--- config.mk ---
export PLATFORM = sky130hd
export DESIGN_NAME = rbf_ctrl
export DESIGN_NICKNAME = d
export VERILOG_FILES = /design/src/rtl/rbf_pkg.sv /design/src/rtl/rbf_ctrl.sv
export SDC_FILE = /design/constraint.sdc
export NUM_CORES = 1
export LEC_CHECK = 0
export BUFFER_PORTS_ARGS = -buffer_cell sky130_fd_sc_hd__buf_2
export CORE_AREA = 2 2 39 41
export CTS_CLUSTER_SIZE = 30
export DETAILED_ROUTE_END_ITERATION = 12
export DIE_AREA = 0 0 41 43
export GPL_ROUTABILITY_DRIVEN = 0
export PLACE_DENSITY = 0.45
export SETUP_SLACK_MARGIN = 0.4
export SLEW_MARGIN = 25
export SYNTH_ARGS = -nofsm -noshare
export SYNTH_HDL_FRONTEND = slang
export SYNTH_SLANG_ARGS = --single-unit
export TNS_END_PERCENT = 10
--- constraint.sdc ---
create_clock -name clk -period 1.2 [get_ports clk]
set_input_delay 0.06 -clock clk [delete_from_list [all_inputs] [get_ports clk]]
set_output_delay 0.06 -clock clk [all_outputs]
set_load 0.02 [all_outputs]
--- src/rtl/rbf_pkg.sv ---
// shared types, constants and the border index mapping for the rgb box filter
// no dependencies
package rbf_pkg;

    localparam int MAX_WIDTH_DEF  = 1024;
    localparam int MAX_HEIGHT_DEF = 1024;
    localparam int MAX_RADIUS_DEF = 16;

    localparam int DIM_BITS   = 11;
    localparam int RAD_BITS   = 5;
    localparam int MODE_BITS  = 2;
    localparam int CRD_BITS   = 13;
    localparam int DLT_BITS   = 7;
    localparam int POS_BITS   = 23;
    localparam int SUM_BITS   = 20;
    localparam int AREA_BITS  = 12;
    localparam int DVD_BITS   = 28;
    localparam int CNT_BITS   = 5;
    localparam int CHAN_BITS  = 8;
    localparam int PIX_BITS   = 24;
    localparam int MEAN_BITS  = 16;
    localparam int OPOS_BITS  = 10;
    localparam int PADDR_BITS = 4;
    localparam int PDATA_BITS = 32;

    localparam logic [MODE_BITS-1:0] MODE_REPLICATE = 2'd0;
    localparam logic [MODE_BITS-1:0] MODE_REFLECT   = 2'd1;
    localparam logic [MODE_BITS-1:0] MODE_ZERO      = 2'd2;

    localparam logic [1:0] REG_WIDTH  = 2'd0;
    localparam logic [1:0] REG_HEIGHT = 2'd1;
    localparam logic [1:0] REG_RADIUS = 2'd2;
    localparam logic [1:0] REG_MODE   = 2'd3;

    localparam logic CMD_PIXEL = 1'b0;

    typedef enum logic [2:0] {
        ST_IDLE,
        ST_SCAN,
        ST_FLUSH,
        ST_LOAD,
        ST_DIVIDE,
        ST_OUTPUT
    } state_t;

    typedef struct packed {
        logic [DIM_BITS-1:0]  width;
        logic [DIM_BITS-1:0]  height;
        logic [RAD_BITS-1:0]  radius;
        logic [MODE_BITS-1:0] mode;
    } cfg_t;

    typedef struct packed {
        logic accept;
        logic scan_run;
        logic div_load;
        logic div_run;
        logic out_done;
    } cmd_t;

    typedef struct packed {
        logic emit;
        logic scan_last;
        logic div_last;
    } status_t;

    typedef struct packed {
        logic [CRD_BITS-1:0] idx;
        logic                keep;
    } map_t;

    // border rule: replicate, reflect-101 then clamp, or zero fill
    function automatic map_t map_index(input logic signed [CRD_BITS-1:0] v,
                                       input logic [CRD_BITS-1:0] n,
                                       input logic [MODE_BITS-1:0] mode);
        logic signed [CRD_BITS-1:0] t;
        logic signed [CRD_BITS-1:0] top;
        map_t m;
        top    = signed'(n) - CRD_BITS'(1);
        t      = v;
        m.keep = 1'b1;
        m.idx  = '0;
        if (v >= 0 && v <= top) begin
            m.idx = unsigned'(v);
        end
        else if (mode == MODE_ZERO) begin
            m.keep = 1'b0;
        end
        else begin
            if (mode == MODE_REFLECT) begin
                if (v < 0) begin
                    t = -v;
                end
                else begin
                    t = top + top - v;
                end
            end
            if (t < 0) begin
                t = '0;
            end
            if (t > top) begin
                t = top;
            end
            m.idx = unsigned'(t);
        end
        return m;
    endfunction

endpackage

--- src/rtl/rbf_ctrl.sv ---
// sequencer: accept, window scan, divide, result handoff
// depends on rbf_pkg
module rbf_ctrl (
    input  logic              clk,
    input  logic              rst_n,
    input  logic              in_valid,
    output logic              in_stall,
    output logic              out_valid,
    input  logic              out_stall,
    input  rbf_pkg::status_t  status,
    output rbf_pkg::cmd_t     cmd
);

    rbf_pkg::state_t state_reg;
    rbf_pkg::state_t state_next;

    always_ff @(posedge clk or negedge rst_n)
    begin
        if (!rst_n)
        begin
            state_reg <= rbf_pkg::ST_IDLE;
        end
        else
        begin
            state_reg <= state_next;
        end
    end

    always_comb
    begin
        state_next = state_reg;
        cmd        = '0;
        in_stall   = 1'b1;
        out_valid  = 1'b0;
        unique case (state_reg)
            rbf_pkg::ST_IDLE:
            begin
                in_stall = 1'b0;
                if (in_valid)
                begin
                    cmd.accept = 1'b1;
                    if (status.emit)
                    begin
                        state_next = rbf_pkg::ST_SCAN;
                    end
                end
            end
            rbf_pkg::ST_SCAN:
            begin
                cmd.scan_run = 1'b1;
                if (status.scan_last)
                begin
                    state_next = rbf_pkg::ST_FLUSH;
                end
            end
            rbf_pkg::ST_FLUSH:
            begin
                state_next = rbf_pkg::ST_LOAD;
            end
            rbf_pkg::ST_LOAD:
            begin
                cmd.div_load = 1'b1;
                state_next   = rbf_pkg::ST_DIVIDE;
            end
            rbf_pkg::ST_DIVIDE:
            begin
                cmd.div_run = 1'b1;
                if (status.div_last)
                begin
                    state_next = rbf_pkg::ST_OUTPUT;
                end
            end
            rbf_pkg::ST_OUTPUT:
            begin
                out_valid = 1'b1;
                if (!out_stall)
                begin
                    cmd.out_done = 1'b1;
                    state_next   = rbf_pkg::ST_IDLE;
                end
            end
            default:
            begin
                state_next = rbf_pkg::ST_IDLE;
            end
        endcase
    end

endmodule

======== Word-level counts from Yosys, hierarchy flattened ========
Cells that the tools add are included.
storage, ports and cells
  input bits .............................. 7
  word-level logic and storage cells ...... 28
  output and inout port bits .............. 7
  flip-flop bits (word level) ............. 3
operators by class
  reductions and logical operators ........ 2
  mux-type cells .......................... 15
  eq/ne operators ......................... 10
operator list
  kind                                                             number
  3-bit case mux with 6 select lines                               1
  3-bit 2-to-1 mux                                                 5
  2-bit != test, second input constant                             5
  1-bit 2-to-1 mux                                                 9
  3-bit by 2-bit == test with 1-bit output, second input constant  2
  3-bit == test, second input constant                             2
  5-bit AND reduction                                              1
  3-bit by 1-bit == test with 1-bit output, second input constant  1
  3-bit zero test                                                  1

======== Depth between registers and ports, before layout ========
  word-level depth ........................ 3
  depth in mapped cells ................... 4
  depth with buffers taken out ............ 3

======== Worst setup path before layout ========
OpenSTA, ideal clock, no wires.
  path kind ............................... register -> register
  start ................................... register state_reg[1]
  end ..................................... register state_reg[0]
  data required time ...................... 1.105 ns
  cell stages (with the launch flop) ...... 4
  path buffers ............................ 0
  library setup time ...................... 0.095 ns
  setup slack ............................. -0.111 ns
  arrival time ............................ 1.216 ns
  period minus slack after synthesis ...... 1.311 ns
  cells stage by stage .................... dfrtp_1 nor3b_1 a32oi_1 o31ai_1
on the way
  cells in the longest elaborated chain, start to end .. 3
  elaborated cells between the ends (all ways) .. 13
  classes of those cells .................. eq/ne: 10; mux: 1; reduce/logical: 2
RTL lines
  item                                                                    line            source
  from (decl)                                                             rbf_ctrl.sv:14  rbf_pkg::state_t state_reg;
  from (signal assigned)                                                  rbf_ctrl.sv:21  state_reg <= rbf_pkg::ST_IDLE;
  from (signal assigned)                                                  rbf_ctrl.sv:25  state_reg <= state_next;
  3-bit by 1-bit == test with 1-bit output, or another cell as far along  rbf_ctrl.sv:35  unique case (state_reg)
  2-bit != test (no line)                                                 n/a
  5-bit AND reduction (no line)                                           n/a
Parallel ways exist; a longest one is shown, timed or not.
A chain may end at the register's enable or synchronous reset.

==> metrics.txt <==
IO buf count=13; Mean Syn Cell Area=8.91 um2; unrepaired setup endpoints after global routing=yes; Root Driver=clkbuf_4; Reg clk slew, reported paths=0.04 ns; final WL=497 um; worst slew pin tran=0.224 ns; # Max-Cap Violations=0; Crit-path slowest cell=dfrtp_1; worst-path cell chain=or3_4 > nor2_4 > buf_6; Final #Nets=53; first drt pass iteration count=4; first-pass GRT wire length=683 um; HPWL after detailed placement=414 um; Relative slew margins=0.849; CP Class=reg -> out; Starting Density=0.161; ANT nets after route=0; Max Slew Vio Count=0; worst-skew pair later-pin latency=0.23 ns; max reg flops=3; CP required=1.14 ns; Hold Vio Cnt, Final=0; post-place setup slack=0.0874 ns; # IOs=14; failing checks=setup timing; Overflow after GRT=0; CTS Buf Count=3; CTS tree=built; die area=1760 um2; Die W=41 um; synth warn=0; Syn Inst Count=25; Max Fclk=767 MHz; PnR worst setup slack=-0.103 ns; HP Class=in -> reg; share of cells above drive strength 1=0.600; outcome=finished, violations left; diode count=0; final setup violation count=4; P per Cell Area=2730 nW/um2; Core Box Area=1380 um2; Max VDD drop=0.000694 V; # rows=14; CP Max Fanout=3; vias in the first global route=187; maximum clock path buffer count=2; register area share after synthesis=0.337; total track usage=0.0604; count of different cell masters after synthesis=15; number of synthesized register bits=3; initial antenna violation count=0; CP Launch Type=flop; post-synthesis cell area=223 um2; DRC violations left=0; routed vias=230; Worst path max stage delay=0.41 ns; post-DR wirelength/cell=8.15 um; crit path time final=1.30 ns; DR vias/cell=3.77; Clock Sink Count=3; critical path capture point type=primary output; Die Ht=43 um; setup TNS=-0.258 ns; area delta synth->final=80.3%; H-Tree Depth=1; Clock Skew=0.00402 ns; initial drt markers=1; Syn Nets=32; Arr. time, crit path=1.24 ns; final worst-path cycle share=1.09; largest net degree at the start of global routing=11; Leak=0.000201 uW
==> what timing repair did <==
action                     in CTS  in global routing
setup endpoints to repair      10                 10
hold endpoints to repair        3                  0
buffers inserted                0                  1
hold buffers                    1                  0
pin swaps                       0                  1
resized for setup               7                  5
==> cells in the final DEF, fill, tap and decap left out, drive strengths merged <==
| master | count |
|---|---|
| buf | 16 |
| clkbuf | 4 |
| and2b | 3 |
| nand2b | 3 |
| dfrtp | 3 |
| nor2 | 3 |
| inv | 2 |
| a21oi | 2 |
| nor2b | 1 |
| or3 | 1 |
| nor3b | 1 |
| nand2 | 1 |
| and2 | 1 |
| a31o | 1 |
| a32oi | 1 |
| o31ai | 1 |
| dlygate4sd3 | 1 |
==> synth_stat cells <==
library cell | n | area (um2)
nor2b_4 | 1 | 13.8
inv_1 | 2 | 7.51
nand2b_1 | 3 | 18.8
a32oi_1 | 1 | 8.76
nor2_1 | 3 | 11.3
nor3b_1 | 1 | 7.51
a31o_2 | 1 | 8.76
and2b_1 | 3 | 22.5
o31ai_1 | 1 | 7.51
nand2_1 | 1 | 3.75
dfrtp_1 | 3 | 75.1
and2_4 | 1 | 8.76
buf_4 | 1 | 7.51
or3_4 | 1 | 11.3
a21oi_1 | 2 | 10.0
==> report_power, final <==
group / switching [uW] / internal [uW] / total (uW)
logic: 332 / 369 / 700
registers: 63.9 / 155 / 219
clock network: 50.7 / 125 / 175
total: 446 / 648 / 1090
==> layer usage <==
layer,global-route usage,part of all wire,vias to the layer above
li1,-,-,124
met1,0.0777,0.47,94
met2,0.0750,0.39,12
met3,0.0157,0.14,0
met4,0.0600,0,0
met5,0,0,-
==> area by class of cell <==
class | count | area, um2
fill | 147 | 982
tap | 16 | 20.0
clock buffer | 4 | 26.3
timing repair buffer | 17 | 124
inverter | 2 | 7.51
sequential | 3 | 76.3
multi-input combinational | 19 | 148
==> cells by family (layout without fill, tap and decap cells) <==
| group | Yosys count | count (layout) | synth area share |
|---|---|---|---|
| flip-flops | 3 | 3 | 0.337 |
| AO/OA/AOI/OAI | 5 | 5 | 0.157 |
| AND/OR/NAND/NOR | 14 | 14 | 0.438 |
| buffers and inverters | 3 | 23 | 0.0674 |
==> stage by stage <==
step | power, uW | cells | utilization | hold WS, ns | cell area (um2)
2_1_floorplan | 653 | 25 | - | -0.236 | 235
3_3_place_gp | 834 | 55 | 0.237 | -0.141 | 328
3_5_place_dp | 830 | 55 | 0.237 | -0.142 | 328
4_1_cts | 1080 | 60 | 0.277 | 0.0641 | 383
5_1_grt | 1180 | 61 | 0.290 | 0.0741 | 402
6_report | 1090 | 61 | 0.290 | 0.0723 | 402
==> critical path, delay by kind of cell (launching register included) <==
family                 cells  cell delay [ns]
and+or+nand+nor            2             0.49
buffers and inverters      1             0.11
DFF                        1             0.41
==> worst paths after layout <==
path,from,endpoint,slack (ns),depth (start not counted)
max in group asynchronous,rst_n,state_reg[2],0.94,2
min in group asynchronous,rst_n,state_reg[1],0.15,2
setup reg to reg,state_reg[2],state_reg[0],0.04,4
hold reg to reg,state_reg[2],state_reg[1],0.52,1
setup / recovery,state_reg[1],cmd[4],-0.10,3
hold / removal,status[0],state_reg[0],0.07,3
No activity file was read; power rests on OpenSTA's default activity.
