File: src/rtl/rbf_pkg.sv
// shared types, constants and the border index mapping for the rgb box filter
// no dependencies
package rbf_pkg;

    localparam int MAX_WIDTH_DEF  = 1024;
    localparam int MAX_HEIGHT_DEF = 1024;
    localparam int MAX_RADIUS_DEF = 16;

    localparam int DIM_BITS   = 11;
    localparam int RAD_BITS   = 5;
    localparam int MODE_BITS  = 2;
    localparam int CRD_BITS   = 13;
    localparam int DLT_BITS   = 7;
    localparam int POS_BITS   = 23;
    localparam int SUM_BITS   = 20;
    localparam int AREA_BITS  = 12;
    localparam int DVD_BITS   = 28;
    localparam int CNT_BITS   = 5;
    localparam int CHAN_BITS  = 8;
    localparam int PIX_BITS   = 24;
    localparam int MEAN_BITS  = 16;
    localparam int OPOS_BITS  = 10;
    localparam int PADDR_BITS = 4;
    localparam int PDATA_BITS = 32;

    localparam logic [MODE_BITS-1:0] MODE_REPLICATE = 2'd0;
    localparam logic [MODE_BITS-1:0] MODE_REFLECT   = 2'd1;
    localparam logic [MODE_BITS-1:0] MODE_ZERO      = 2'd2;

    localparam logic [1:0] REG_WIDTH  = 2'd0;
    localparam logic [1:0] REG_HEIGHT = 2'd1;
    localparam logic [1:0] REG_RADIUS = 2'd2;
    localparam logic [1:0] REG_MODE   = 2'd3;

    localparam logic CMD_PIXEL = 1'b0;

    typedef enum logic [2:0] {
        ST_IDLE,
        ST_SCAN,
        ST_FLUSH,
        ST_LOAD,
        ST_DIVIDE,
        ST_OUTPUT
    } state_t;

    typedef struct packed {
        logic [DIM_BITS-1:0]  width;
        logic [DIM_BITS-1:0]  height;
        logic [RAD_BITS-1:0]  radius;
        logic [MODE_BITS-1:0] mode;
    } cfg_t;

    typedef struct packed {
        logic accept;
        logic scan_run;
        logic div_load;
        logic div_run;
        logic out_done;
    } cmd_t;

    typedef struct packed {
        logic emit;
        logic scan_last;
        logic div_last;
    } status_t;

    typedef struct packed {
        logic [CRD_BITS-1:0] idx;
        logic                keep;
    } map_t;

    // border rule: replicate, reflect-101 then clamp, or zero fill
    function automatic map_t map_index(input logic signed [CRD_BITS-1:0] v,
                                       input logic [CRD_BITS-1:0] n,
                                       input logic [MODE_BITS-1:0] mode);
        logic signed [CRD_BITS-1:0] t;
        logic signed [CRD_BITS-1:0] top;
        map_t m;
        top    = signed'(n) - CRD_BITS'(1);
        t      = v;
        m.keep = 1'b1;
        m.idx  = '0;
        if (v >= 0 && v <= top) begin
            m.idx = unsigned'(v);
        end
        else if (mode == MODE_ZERO) begin
            m.keep = 1'b0;
        end
        else begin
            if (mode == MODE_REFLECT) begin
                if (v < 0) begin
                    t = -v;
                end
                else begin
                    t = top + top - v;
                end
            end
            if (t < 0) begin
                t = '0;
            end
            if (t > top) begin
                t = top;
            end
            m.idx = unsigned'(t);
        end
        return m;
    endfunction

endpackage

File: src/rtl/rbf_cfg.sv
// configuration registers behind the apb-style port
// depends on rbf_pkg
module rbf_cfg (
    input  logic                           clk,
    input  logic                           rst_n,
    input  logic                           psel,
    input  logic                           penable,
    input  logic                           pwrite,
    input  logic [rbf_pkg::PADDR_BITS-1:0] paddr,
    input  logic [rbf_pkg::PDATA_BITS-1:0] pwdata,
    output logic [rbf_pkg::PDATA_BITS-1:0] prdata,
    output logic                           pready,
    output rbf_pkg::cfg_t                  cfg,
    output logic                           restart
);

    rbf_pkg::cfg_t cfg_reg;
    logic [1:0]    index;
    logic          wr_en;

    assign index   = paddr[3:2];
    assign pready  = 1'b1;
    assign wr_en   = psel && penable && pwrite;
    assign restart = wr_en;
    assign cfg     = cfg_reg;

    always_ff @(posedge clk or negedge rst_n)
    begin
        if (!rst_n)
        begin
            cfg_reg.width  <= rbf_pkg::DIM_BITS'(512);
            cfg_reg.height <= rbf_pkg::DIM_BITS'(512);
            cfg_reg.radius <= rbf_pkg::RAD_BITS'(3);
            cfg_reg.mode   <= rbf_pkg::MODE_REFLECT;
        end
        else if (wr_en)
        begin
            unique case (index)
                rbf_pkg::REG_WIDTH:  cfg_reg.width  <= pwdata[rbf_pkg::DIM_BITS-1:0];
                rbf_pkg::REG_HEIGHT: cfg_reg.height <= pwdata[rbf_pkg::DIM_BITS-1:0];
                rbf_pkg::REG_RADIUS: cfg_reg.radius <= pwdata[rbf_pkg::RAD_BITS-1:0];
                rbf_pkg::REG_MODE:   cfg_reg.mode   <= pwdata[rbf_pkg::MODE_BITS-1:0];
            endcase
        end
    end

    always_comb
    begin
        unique case (index)
            rbf_pkg::REG_WIDTH:  prdata = rbf_pkg::PDATA_BITS'(cfg_reg.width);
            rbf_pkg::REG_HEIGHT: prdata = rbf_pkg::PDATA_BITS'(cfg_reg.height);
            rbf_pkg::REG_RADIUS: prdata = rbf_pkg::PDATA_BITS'(cfg_reg.radius);
            rbf_pkg::REG_MODE:   prdata = rbf_pkg::PDATA_BITS'(cfg_reg.mode);
        endcase
    end

endmodule

File: config.mk
export PLATFORM = sky130hd
export DESIGN_NAME = rbf_cfg
export DESIGN_NICKNAME = d
export VERILOG_FILES = /design/src/rtl/rbf_pkg.sv /design/src/rtl/rbf_cfg.sv
export SDC_FILE = /design/constraint.sdc
export NUM_CORES = 1
export LEC_CHECK = 0
export BUFFER_PORTS_ARGS = -buffer_cell sky130_fd_sc_hd__buf_2
export CORE_MARGIN = 2
export CORE_UTILIZATION = 45
export CTS_CLUSTER_SIZE = 40
export DETAILED_ROUTE_END_ITERATION = 7
export HOLD_SLACK_MARGIN = 0.1
export PLACE_DENSITY = 0.94
export SLEW_MARGIN = 20
export SYNTH_ARGS = -nofsm -noshare
export SYNTH_HDL_FRONTEND = slang
export SYNTH_SLANG_ARGS = --single-unit
File: constraint.sdc
create_clock -name clk -period 3.49 [get_ports clk]
set_input_delay 0.698 -clock clk [delete_from_list [all_inputs] [get_ports clk]]
set_output_delay 0.698 -clock clk [all_outputs]
set_load 0.02 [all_outputs]
# Word-level counts from Yosys, hierarchy flattened

Index checks and enable logic that the tools add are counted.

Equality and inequality tests: 3
Muxes and demuxes: 1
Reductions and logical operators: 7

Operators with widths:

| cell                                                 | number |
|---|---|
| case mux 32 bit (4 select lines)                     | 1 |
| AND reduction 2 bit                                  | 4 |
| equality test 2 bit (second input constant)          | 2 |
| equality test 2 x 1 -> 1 bit (second input constant) | 1 |
| logical AND 1 bit                                    | 2 |
| logical NOT 2 bit                                    | 1 |

Output and inout port bits: 63
Register bits: 29
Logic and storage cells: 15
Input port bits: 41

# Logic depth before layout (Yosys ltp)

Gate-level depths: netlist of run 1.

Depth after elaboration: 3
Depth in mapped cells: 5
Mapped depth without buffers: 3

# Least setup slack after synthesis of run 1

Ideal clock, no wire load.

Path kind: input to output
Start point: input port paddr[2] (netlist bit)
End point: output port prdata[2] (netlist bit)
Slack: 1.063 ns
Path buffers: 2
Required time: 2.792 ns
Cell stages on the path: 4
Arrival: 1.729 ns
Path through: buf_2 buf_2 mux2i_1 o21ai_0

Longest elaborated chain between the ends: 2
Elaborated cells on any way between the ends: 5

RTL lines:

| item                                              | RTL line      | text |
|---|---|---|
| start, declared                                   | rbf_cfg.sv:9  | `input logic [rbf_pkg::PADDR_BITS-1:0] paddr,` |
| equality test 2 bit, or another cell as far along | rbf_cfg.sv:49 | `unique case (index)` |
| case mux 32 bit (4 select lines) *                | rbf_cfg.sv:49 |  |
| end, declared                                     | rbf_cfg.sv:11 | `output logic [rbf_pkg::PDATA_BITS-1:0] prdata,` |

Mark *: on every way between the ends. The rest lies on a longest branch, timed or not. The select of a mux whose other input is x is not followed.

# Final worst setup path of run 1

Start point: input port paddr[2] (netlist bit)
End point: output port prdata[0] (netlist bit)

The elaborated chain is that of the path after synthesis.

==> metrics.md, run 1 <==
| Metric | Value |
|---|---|
| Initial DRT Pass Iterations | 2 |
| Maximum vdd drop | 349.9 uV |
| Average vias per placed instance | 4.796 |
| Weighted congestion at the end of routability-driven global placement | 0.6564 |
| CTS H-Tree Depth | 2 |
| Final std cells w/o fill | 221 |
| Drt wl/cell | 14.14 um |
| Achievable Freq | 391.0 MHz |
| Number of setup buffers added after CTS | 0 |
| Number of global-route vias before repair | 1,075 |
| Netlist area before placement | 0.001589 mm2 |
| Global-route wire length before repair | 5195 um |
| Antenna violations before repair | 0 |
| Total leakage power | 0.9867 nW |
| Pint | 0.0007750 W |
| Post-synth top flop | sky130_fd_sc_hd__dfrtp_1 |
| Setup clock skew after layout | 0 ps |
| Reg-to-reg endpoint | cfg[18] |
| Area enclosed by the die boundary | 0.004023 mm2 |
| Max-cap violations | 0 |
| Cell count after placement | 213 |
| Flip-flop count of the largest register after layout | 29 |
| Pin slew with the least headroom to its limit | 850.1 ps |
| Nature of the critical path startpoint | primary input |
| Avg Inst Size Synth | 13.47 um2 |
| Floorplan core area | 0.003363 mm2 |
| Final layout net count | 215 |
| Count of boundary I/O pins | 104 |
| Share of Yosys cell area claimed by the top area cell type | 37.80% |
| Sw Ratio | 35.81% |
| Register share of total power | 40.2% |
| Source-to-sink clock delay at the later pin of the worst-skew pair | 340 ps |
| Data arrival time at the worst-slack endpoint | 1860 ps |
| Reg-to-reg setup timing slack | 2690 ps |
| Height of the die | 63.43 um |
| First DRT Iteration DRCs | 14 |
| Input/output buffers | 58 |
| Half-perimeter wire length after placement | 2188 um |
| Largest net degree at the start of global routing | 30 |
| Final setup margin | 932.6 ps |
| Remaining antenna violation count after routing | 0 |
| Post-CTS resize count | 0 |
| Row count | 21 |
| Synth area leader | sky130_fd_sc_hd__dfrtp_1 |
| Antenna Cells | 0 |
| DRC violation count after routing | 0 |
| Number of buffers created by CTS | 5 |
| Worst reg-to-reg path cell count | 1 |
| Most frequent cells after synthesis | sky130_fd_sc_hd__dfrtp_1 (24), sky130_fd_sc_hd__buf_4 (23), sky130_fd_sc_hd__mux2_4 (15) |
| CP Max Fanout | 16 |
| Total power density per cell area | 645.5 mW/mm2 |
| Class of the tightest hold or removal check | in -> async |
| Die Wd | 63.43 um |
| Combinational fraction of design power | 35.1% |
| Number of synthesized register bits | 29 |
| Time the final worst path needs with I/O delays and setup | 2557 ps |
| Result of the run | complete, no violations |
| Worst max-slew margin expressed relative to the limit | 43.26% |
| Critical path endpoint category | primary output |
| Area growth from synthesis to final layout | 17.72% |
| Overall power of the completed layout | 0.001207 W |
| Most numerous cell in the Yosys netlist | sky130_fd_sc_hd__dfrtp_1 |
| Seq/Total Area, Yosys | 46.06% |
| Number of setup violations in the final report | 0 |
| Post-synthesis cell type count | 20 |
| Clock slew at reported path FFs | 110 ps |
| CTS Hold Bufs | 0 |
| Number of synthesized flops with an enable pin | 0 |
| Category of the most critical setup path | in -> out |
| GRT Util Overall | 17.32% |
| Ratio of final minimum period to clock period | 73.28% |
| TritonCTS clock tree | built |
| GR Overflow Total | 0 |
| Unrepaired setup endpoints after global routing | no |
| Pins over their slew limit | 0 |
| Share of final-layout standard cells stronger than drive strength 1 | 58.86% |
| Clock sink count | 29 |
| Synthesized netlist cell count | 118 |
| Clock Power Share | 24.7% |
| Required time reported for the critical path endpoint | 2790 ps |
| Total number of vias | 1,060 |
| Setup total negative slack | 0 ps |
| Clock root buffer | sky130_fd_sc_hd__clkbuf_4 |
| Worst R2R Start | cfg[18] |
| Synthesis warning total | 0 |
| Starting utilization of the core area | 47.25% |
| Switching power summed over all nets | 0.0004324 W |
| FFs w/ async S/R, synth | 100.0% |
| Worst setup slack before clock tree synthesis | 934.2 ps |
| Clock Tree Buf Depth | 2 |
| Final-report hold violation count | 0 |
| Cell types with the largest area share after synthesis | sky130_fd_sc_hd__dfrtp_1 (38%), sky130_fd_sc_hd__mux2_4 (14%), sky130_fd_sc_hd__buf_4 (11%), sky130_fd_sc_hd__mux2_2 (9.9%), sky130_fd_sc_hd__dfstp_2 (8.3%) |
| Routed WL | 3125 um |
worst max path at each step:
| stage | from | to | slack (ps) | cells after the start |
|---|---|---|---|---|
| 4_1_cts | paddr[2] | prdata[0] | 930 | 3 |
| 6_report | paddr[2] | prdata[0] | 930 | 3 |
| 2_1_floorplan | paddr[2] | prdata[2] | 1060 | 4 |
| 3_3_place_gp | paddr[2] | prdata[1] | 950 | 3 |
| 5_1_grt | paddr[2] | prdata[0] | 890 | 3 |
| 3_5_place_dp | paddr[2] | prdata[0] | 930 | 3 |
worst max-delay path: stages:
cell,delay (ps)
sky130_fd_sc_hd__buf_2,410
sky130_fd_sc_hd__mux4_2,570
sky130_fd_sc_hd__buf_2,180
metal layers:
layer,share of wire (%),GRT usage [%],up-vias
met5,0,0,-
met4,1.5,6.522,0
met3,9.2,5.893,6
met2,46,28.82,66
met1,43,20.70,519
li1,-,-,469
cell usage in the layout (no fill, tap or decap), types with 2 or more instances in the layout:
cell type / Yosys / final
sky130_fd_sc_hd__o21ai_0: 3 / 3
sky130_fd_sc_hd__mux2i_1: 9 / 9
sky130_fd_sc_hd__mux2_2: 14 / 14
sky130_fd_sc_hd__clkbuf_4: 0 / 5
sky130_fd_sc_hd__buf_2: 3 / 58
sky130_fd_sc_hd__dfrtp_1: 24 / 24
sky130_fd_sc_hd__mux4_2: 2 / 2
sky130_fd_sc_hd__dfstp_2: 5 / 5
sky130_fd_sc_hd__nand2_1: 3 / 3
sky130_fd_sc_hd__nor2_1: 6 / 6
sky130_fd_sc_hd__mux2_4: 15 / 15
sky130_fd_sc_hd__conb_1: 2 / 22
power groups by stage:
stage | Combinational, W | Clock [W] | Sequential, W
floorplan | 0.000211 | 0 | 0.000581
global placement | 0.000417 | 0 | 0.000486
detailed placement | 0.000428 | 0 | 0.000489
CTS | 0.000428 | 0.000303 | 0.000485
global route | 0.000453 | 0.000321 | 0.000499
finish | 0.000424 | 0.000298 | 0.000486
through the flow:
step           area, um2  utilization (%)  hold WS, ps
6_report            1871            55.62        372.3
5_1_grt             1871            55.62        392.6
4_1_cts             1871            55.62        375.0
3_5_place_dp        1782            52.98        516.3
3_3_place_gp        1782            52.98        509.5
2_1_floorplan       1664                -        402.4
layout make-up:
cell class	instances	area (um2)
Sequential cell	29	732.0
Timing Repair Buffer	58	290.3
Clock buffer	6	51.30
Multi-Input combinational cell	80	701.9
Fill cell	294	1493
Clock inverter	2	37.54
Tap cell	46	57.56
kinds of logic (layout without fill, tap and decap cells):
group,count (synthesis),after routing,share of synthesized area [%]
multiplexers,40,40,32.60
flip-flops,29,29,46.06
buffers and inverters,29,66,14.49
AND/OR/NAND/NOR,15,15,5.434
AO/OA/AOI/OAI,3,3,0.9446
other,2,22,0.4726
No activity file was read; power rests on OpenSTA's default activity.
==> run 2, diff against run 1 <==
ABC_AREA = 1   (was unset)
CORE_UTILIZATION = 43   (was 45)
PLACE_DENSITY = 0.9   (was 0.94)
clock period = 2.4 ns   (was 3.49 ns; I/O delays follow)
==> run 2 against run 1 <==
  * Hold slack worse by 150 ps
  * Synthesized area is 4.4% higher
  * Core utilization fell by 3.1 points
  * Critical path depth grew 3
  * Total power up 33%
  * Global-route usage grew 1.4 points
  * Flip-flop and latch count did not move
  * Via count is 36% higher
  * Setup slack got worse by 530 ps
==> metrics.md, run 2 <==
| Metric | Value |
|---|---|
| Result of the run | complete, no violations |
| Largest family of logic cells by synthesized area | simple AND/OR/NAND/NOR gates |
| Global-route wire length before repair | 6009 um (+16%) |
| Share of final-layout standard cells stronger than drive strength 1 | 35.21% (-24 points) |
| Sw Ratio | 37.92% (+2.1 points) |
| Antenna Cells | 0 (unchanged) |
| Pint | 0.0009981 W (+29%) |
| Final-report hold violation count | 0 (unchanged) |
| Area enclosed by the die boundary | 0.004371 mm2 (+8.7%) |
| Number of buffers created by CTS | 5 (unchanged) |
| Initial DRT Pass Iterations | 4 (+2) |
| Synthesized netlist cell count | 209 (+77%) |
| Seq/Total Area, Yosys | 44.12% (-1.9 points) |
| Worst max-slew margin expressed relative to the limit | 57.56% (+14 points) |
| Data arrival time at the worst-slack endpoint | 1520 ps (-340 ps) |
| Clock root buffer | sky130_fd_sc_hd__clkbuf_8 |
| Class of the tightest hold or removal check | in -> async |
| Netlist area before placement | 0.001659 mm2 (+4.4%) |
| Antenna violations before repair | 0 (unchanged) |
| Height of the die | 66.12 um (+4.2%) |
| Setup clock skew after layout | 0 ps (unchanged) |
| Final-layout fill cell count | 385 (+31%) |
| Pins over their slew limit | 0 (unchanged) |
| Number of synthesized flops with an enable pin | 0 (unchanged) |
| Synthesis warning total | 0 (unchanged) |
| Routed WL | 3833 um (+23%) |
| Input/output buffers | 58 (unchanged) |
| Number of setup buffers added after CTS | 0 (unchanged) |
| FFs w/ async S/R, synth | 100.0% (unchanged) |
| Maximum vdd drop | 459.9 uV (+31%) |
| CP Max Fanout | 8 (-8) |
| Category of the most critical setup path | in -> out |
| Share of Yosys cell area claimed by the top area cell type | 36.20% (-1.6 points) |
| Avg Inst Size Synth | 7.938 um2 (-41%) |
| Number of setup violations in the final report | 0 (unchanged) |
| Area occupied by multi-input gates | 718.2 um2 (+2.3%) |
| Worst R2R Start | cfg[2] |
| Half-perimeter wire length after placement | 2768 um (+27%) |
| Post-CTS resize count | 0 (unchanged) |
| First DRT Iteration DRCs | 49 (+35) |
| CTS H-Tree Depth | 2 (unchanged) |
| Drt wl/cell | 12.17 um (-14%) |
| Adder-Cell Fraction of Synth Area | 0% (unchanged) |
| Cell types with the largest area share after synthesis | sky130_fd_sc_hd__dfrtp_1 (36%), sky130_fd_sc_hd__nand2_1 (25%), sky130_fd_sc_hd__buf_4 (10%), sky130_fd_sc_hd__dfstp_2 (7.9%), sky130_fd_sc_hd__nand2_2 (4.5%) |
| Total leakage power | 1.149 nW (+16%) |
| Number of synthesized register bits | 29 (unchanged) |
| DRC violation count after routing | 0 (unchanged) |
| Row count | 22 (+4.8%) |
| Nature of the critical path startpoint | primary input |
| Register share of total power | 42.6% (+2.4 points) |
| Starting utilization of the core area | 44.98% (-2.3 points) |
| Floorplan core area | 0.003689 mm2 (+9.7%) |
| Flip-flop count of the largest register after layout | 29 (unchanged) |
| Cell count after placement | 307 (+44%) |
| Average vias per placed instance | 4.584 (-4.4%) |
| TritonCTS clock tree | built |
| Area growth from synthesis to final layout | 16.82% |
| Clock slew at reported path FFs | 60 ps (-50 ps) |
| Weighted congestion at the end of routability-driven global placement | 0.7573 (+15%) |
| Clock Power Share | 25.3% (+0.6 points) |
| Achievable Freq | 500.3 MHz |
| GRT Util Overall | 18.69% (+1.4 points) |
| Unrepaired setup endpoints after global routing | no |
| GR Overflow Total | 0 (unchanged) |
| Critical path endpoint category | primary output |
| Final layout net count | 307 (+43%) |
| Post-synthesis cell type count | 20 (unchanged) |
| Sequential cell area | 732.0 um2 (unchanged) |
| Synth Area in Simple Gates | 38.31% (+33 points) |
| Synth area leader | sky130_fd_sc_hd__dfrtp_1 |
| Final std cells w/o fill | 315 (+43%) |
| Switching power summed over all nets | 0.0006096 W (+41%) |
| Proportion of synthesized area in mux cells | 0% (-33 points) |
| CTS Hold Bufs | 0 (unchanged) |
| Largest net degree at the start of global routing | 30 (unchanged) |
| Pin slew with the least headroom to its limit | 636.6 ps (-213.5 ps) |
| Clock sink count | 29 (unchanged) |
| Combinational fraction of design power | 32.1% (-3.0 points) |
| Most frequent cells after synthesis | sky130_fd_sc_hd__nand2_1 (111), sky130_fd_sc_hd__dfrtp_1 (24), sky130_fd_sc_hd__buf_4 (23) |
| Number of global-route vias before repair | 1,277 (+19%) |
| Post-synth top flop | sky130_fd_sc_hd__dfrtp_1 |
| Die Wd | 66.12 um (+4.2%) |
| Count of boundary I/O pins | 104 (unchanged) |
| Required time reported for the critical path endpoint | 1920 ps (-870 ps) |
| Xor/xnor cell area share of the yosys netlist | 0% (unchanged) |
| Commonest cells after routing, fill and taps aside | sky130_fd_sc_hd__nand2_1 (111), sky130_fd_sc_hd__buf_2 (58), sky130_fd_sc_hd__dfrtp_1 (24) |
| Total number of vias | 1,444 (+36%) |
| Worst reg-to-reg path cell count | 2 (+1) |
| Source-to-sink clock delay at the later pin of the worst-skew pair | 270 ps (-70 ps) |
| Reg-to-reg endpoint | cfg[2] |
| Remaining antenna violation count after routing | 0 (unchanged) |
| Ratio of final minimum period to clock period | 83.29% |
| Total power density per cell area | 829.5 mW/mm2 (+29%) |
| Compound-cell area share of the yosys netlist | 0% (-0.94 points) |
| Most numerous cell in the Yosys netlist | sky130_fd_sc_hd__nand2_1 |
| Reg-to-reg setup timing slack | 1680 ps (-1010 ps) |
| Clock Tree Buf Depth | 2 (unchanged) |
| Commonest non-fill, non-tap cell in the layout | sky130_fd_sc_hd__nand2_1 |
| Time the final worst path needs with I/O delays and setup | 1999 ps |
| Max-cap violations | 0 (unchanged) |
| Setup total negative slack | 0 ps (unchanged) |
[run 2: cell count changes in the layout (fill, tap and decap cells not counted), sizes merged, moves of 3 or more]
cell   delta
inv       +6
mux2     -29
mux2i     -9
nand2   +122
nand3     +9
o21ai     -3
[run 2: worst max-delay path by stage]
stage                  start   endpoint  slack [ps]  depth (start not counted)
finish              paddr[3]  prdata[4]         400                          6
global placement    paddr[3]  prdata[3]         420                          6
detailed placement  paddr[3]  prdata[3]         400                          6
floorplan           paddr[3]  prdata[2]         770                          5
CTS                 paddr[3]  prdata[4]         380                          6
global route        paddr[3]  prdata[2]         310                          6
[run 2: final cells by class]
| class | instances | area share, % |
|---|---|---|
| Sequential cell | 29 | 37.77 |
| Tap cell | 48 | 3.099 |
| Timing Repair Buffer | 59 | 15.36 |
| Clock buffer | 8 | 4.648 |
| Multi-Input combinational cell | 165 | 37.06 |
| Inverter | 6 | 2.066 |
[run 2: critical path, stage by stage]
cell and delay (ps):
sky130_fd_sc_hd__buf_2 170, sky130_fd_sc_hd__nor2_2 300, sky130_fd_sc_hd__buf_4 230, sky130_fd_sc_hd__nand2_1 70, sky130_fd_sc_hd__nand3_1 90, sky130_fd_sc_hd__buf_2 160
[run 2: cell families after synthesis]
group                  count (synthesis)
DFF                                   29
buffers and inverters                 35
other                                  2
and+or+nand+nor                      143
[run 2: routing by layer]
metal	routed length (um)	global-route usage (%)	part of all wire, %	vias up
met5	0	0	0	-
met4	0	3.571	0	0
met3	220	5.281	5.7	0
met2	1985	33.50	52	56
met1	1627	22.30	42	688
li1	-	-	-	700
[run 2: through the flow]
stage / util [%] / hold WS (ps) / total power (W) / setup slack [ps] / cell area (um2)
floorplan: - / 184.4 / 0.001051 / 775.0 / 1734
global placement: 50.10 / 454.2 / 0.001196 / 417.9 / 1848
detailed placement: 50.10 / 460.7 / 0.001214 / 398.1 / 1848
CTS: 52.54 / 241.9 / 0.001628 / 384.2 / 1938
global route: 52.54 / 271.1 / 0.001711 / 308.2 / 1938
finish: 52.54 / 223.3 / 0.001608 / 401.0 / 1938
[run 2: power groups by stage]
stage	Sequential, W	Clock (W)	Combinational, W
final	0.000685	0.000406	0.000516
after global routing	0.000698	0.000450	0.000563
after CTS	0.000686	0.000420	0.000523
after detailed placement	0.000693	0	0.000521
after global placement	0.000687	0	0.000509
after floorplan	0.000812	0	0.000239
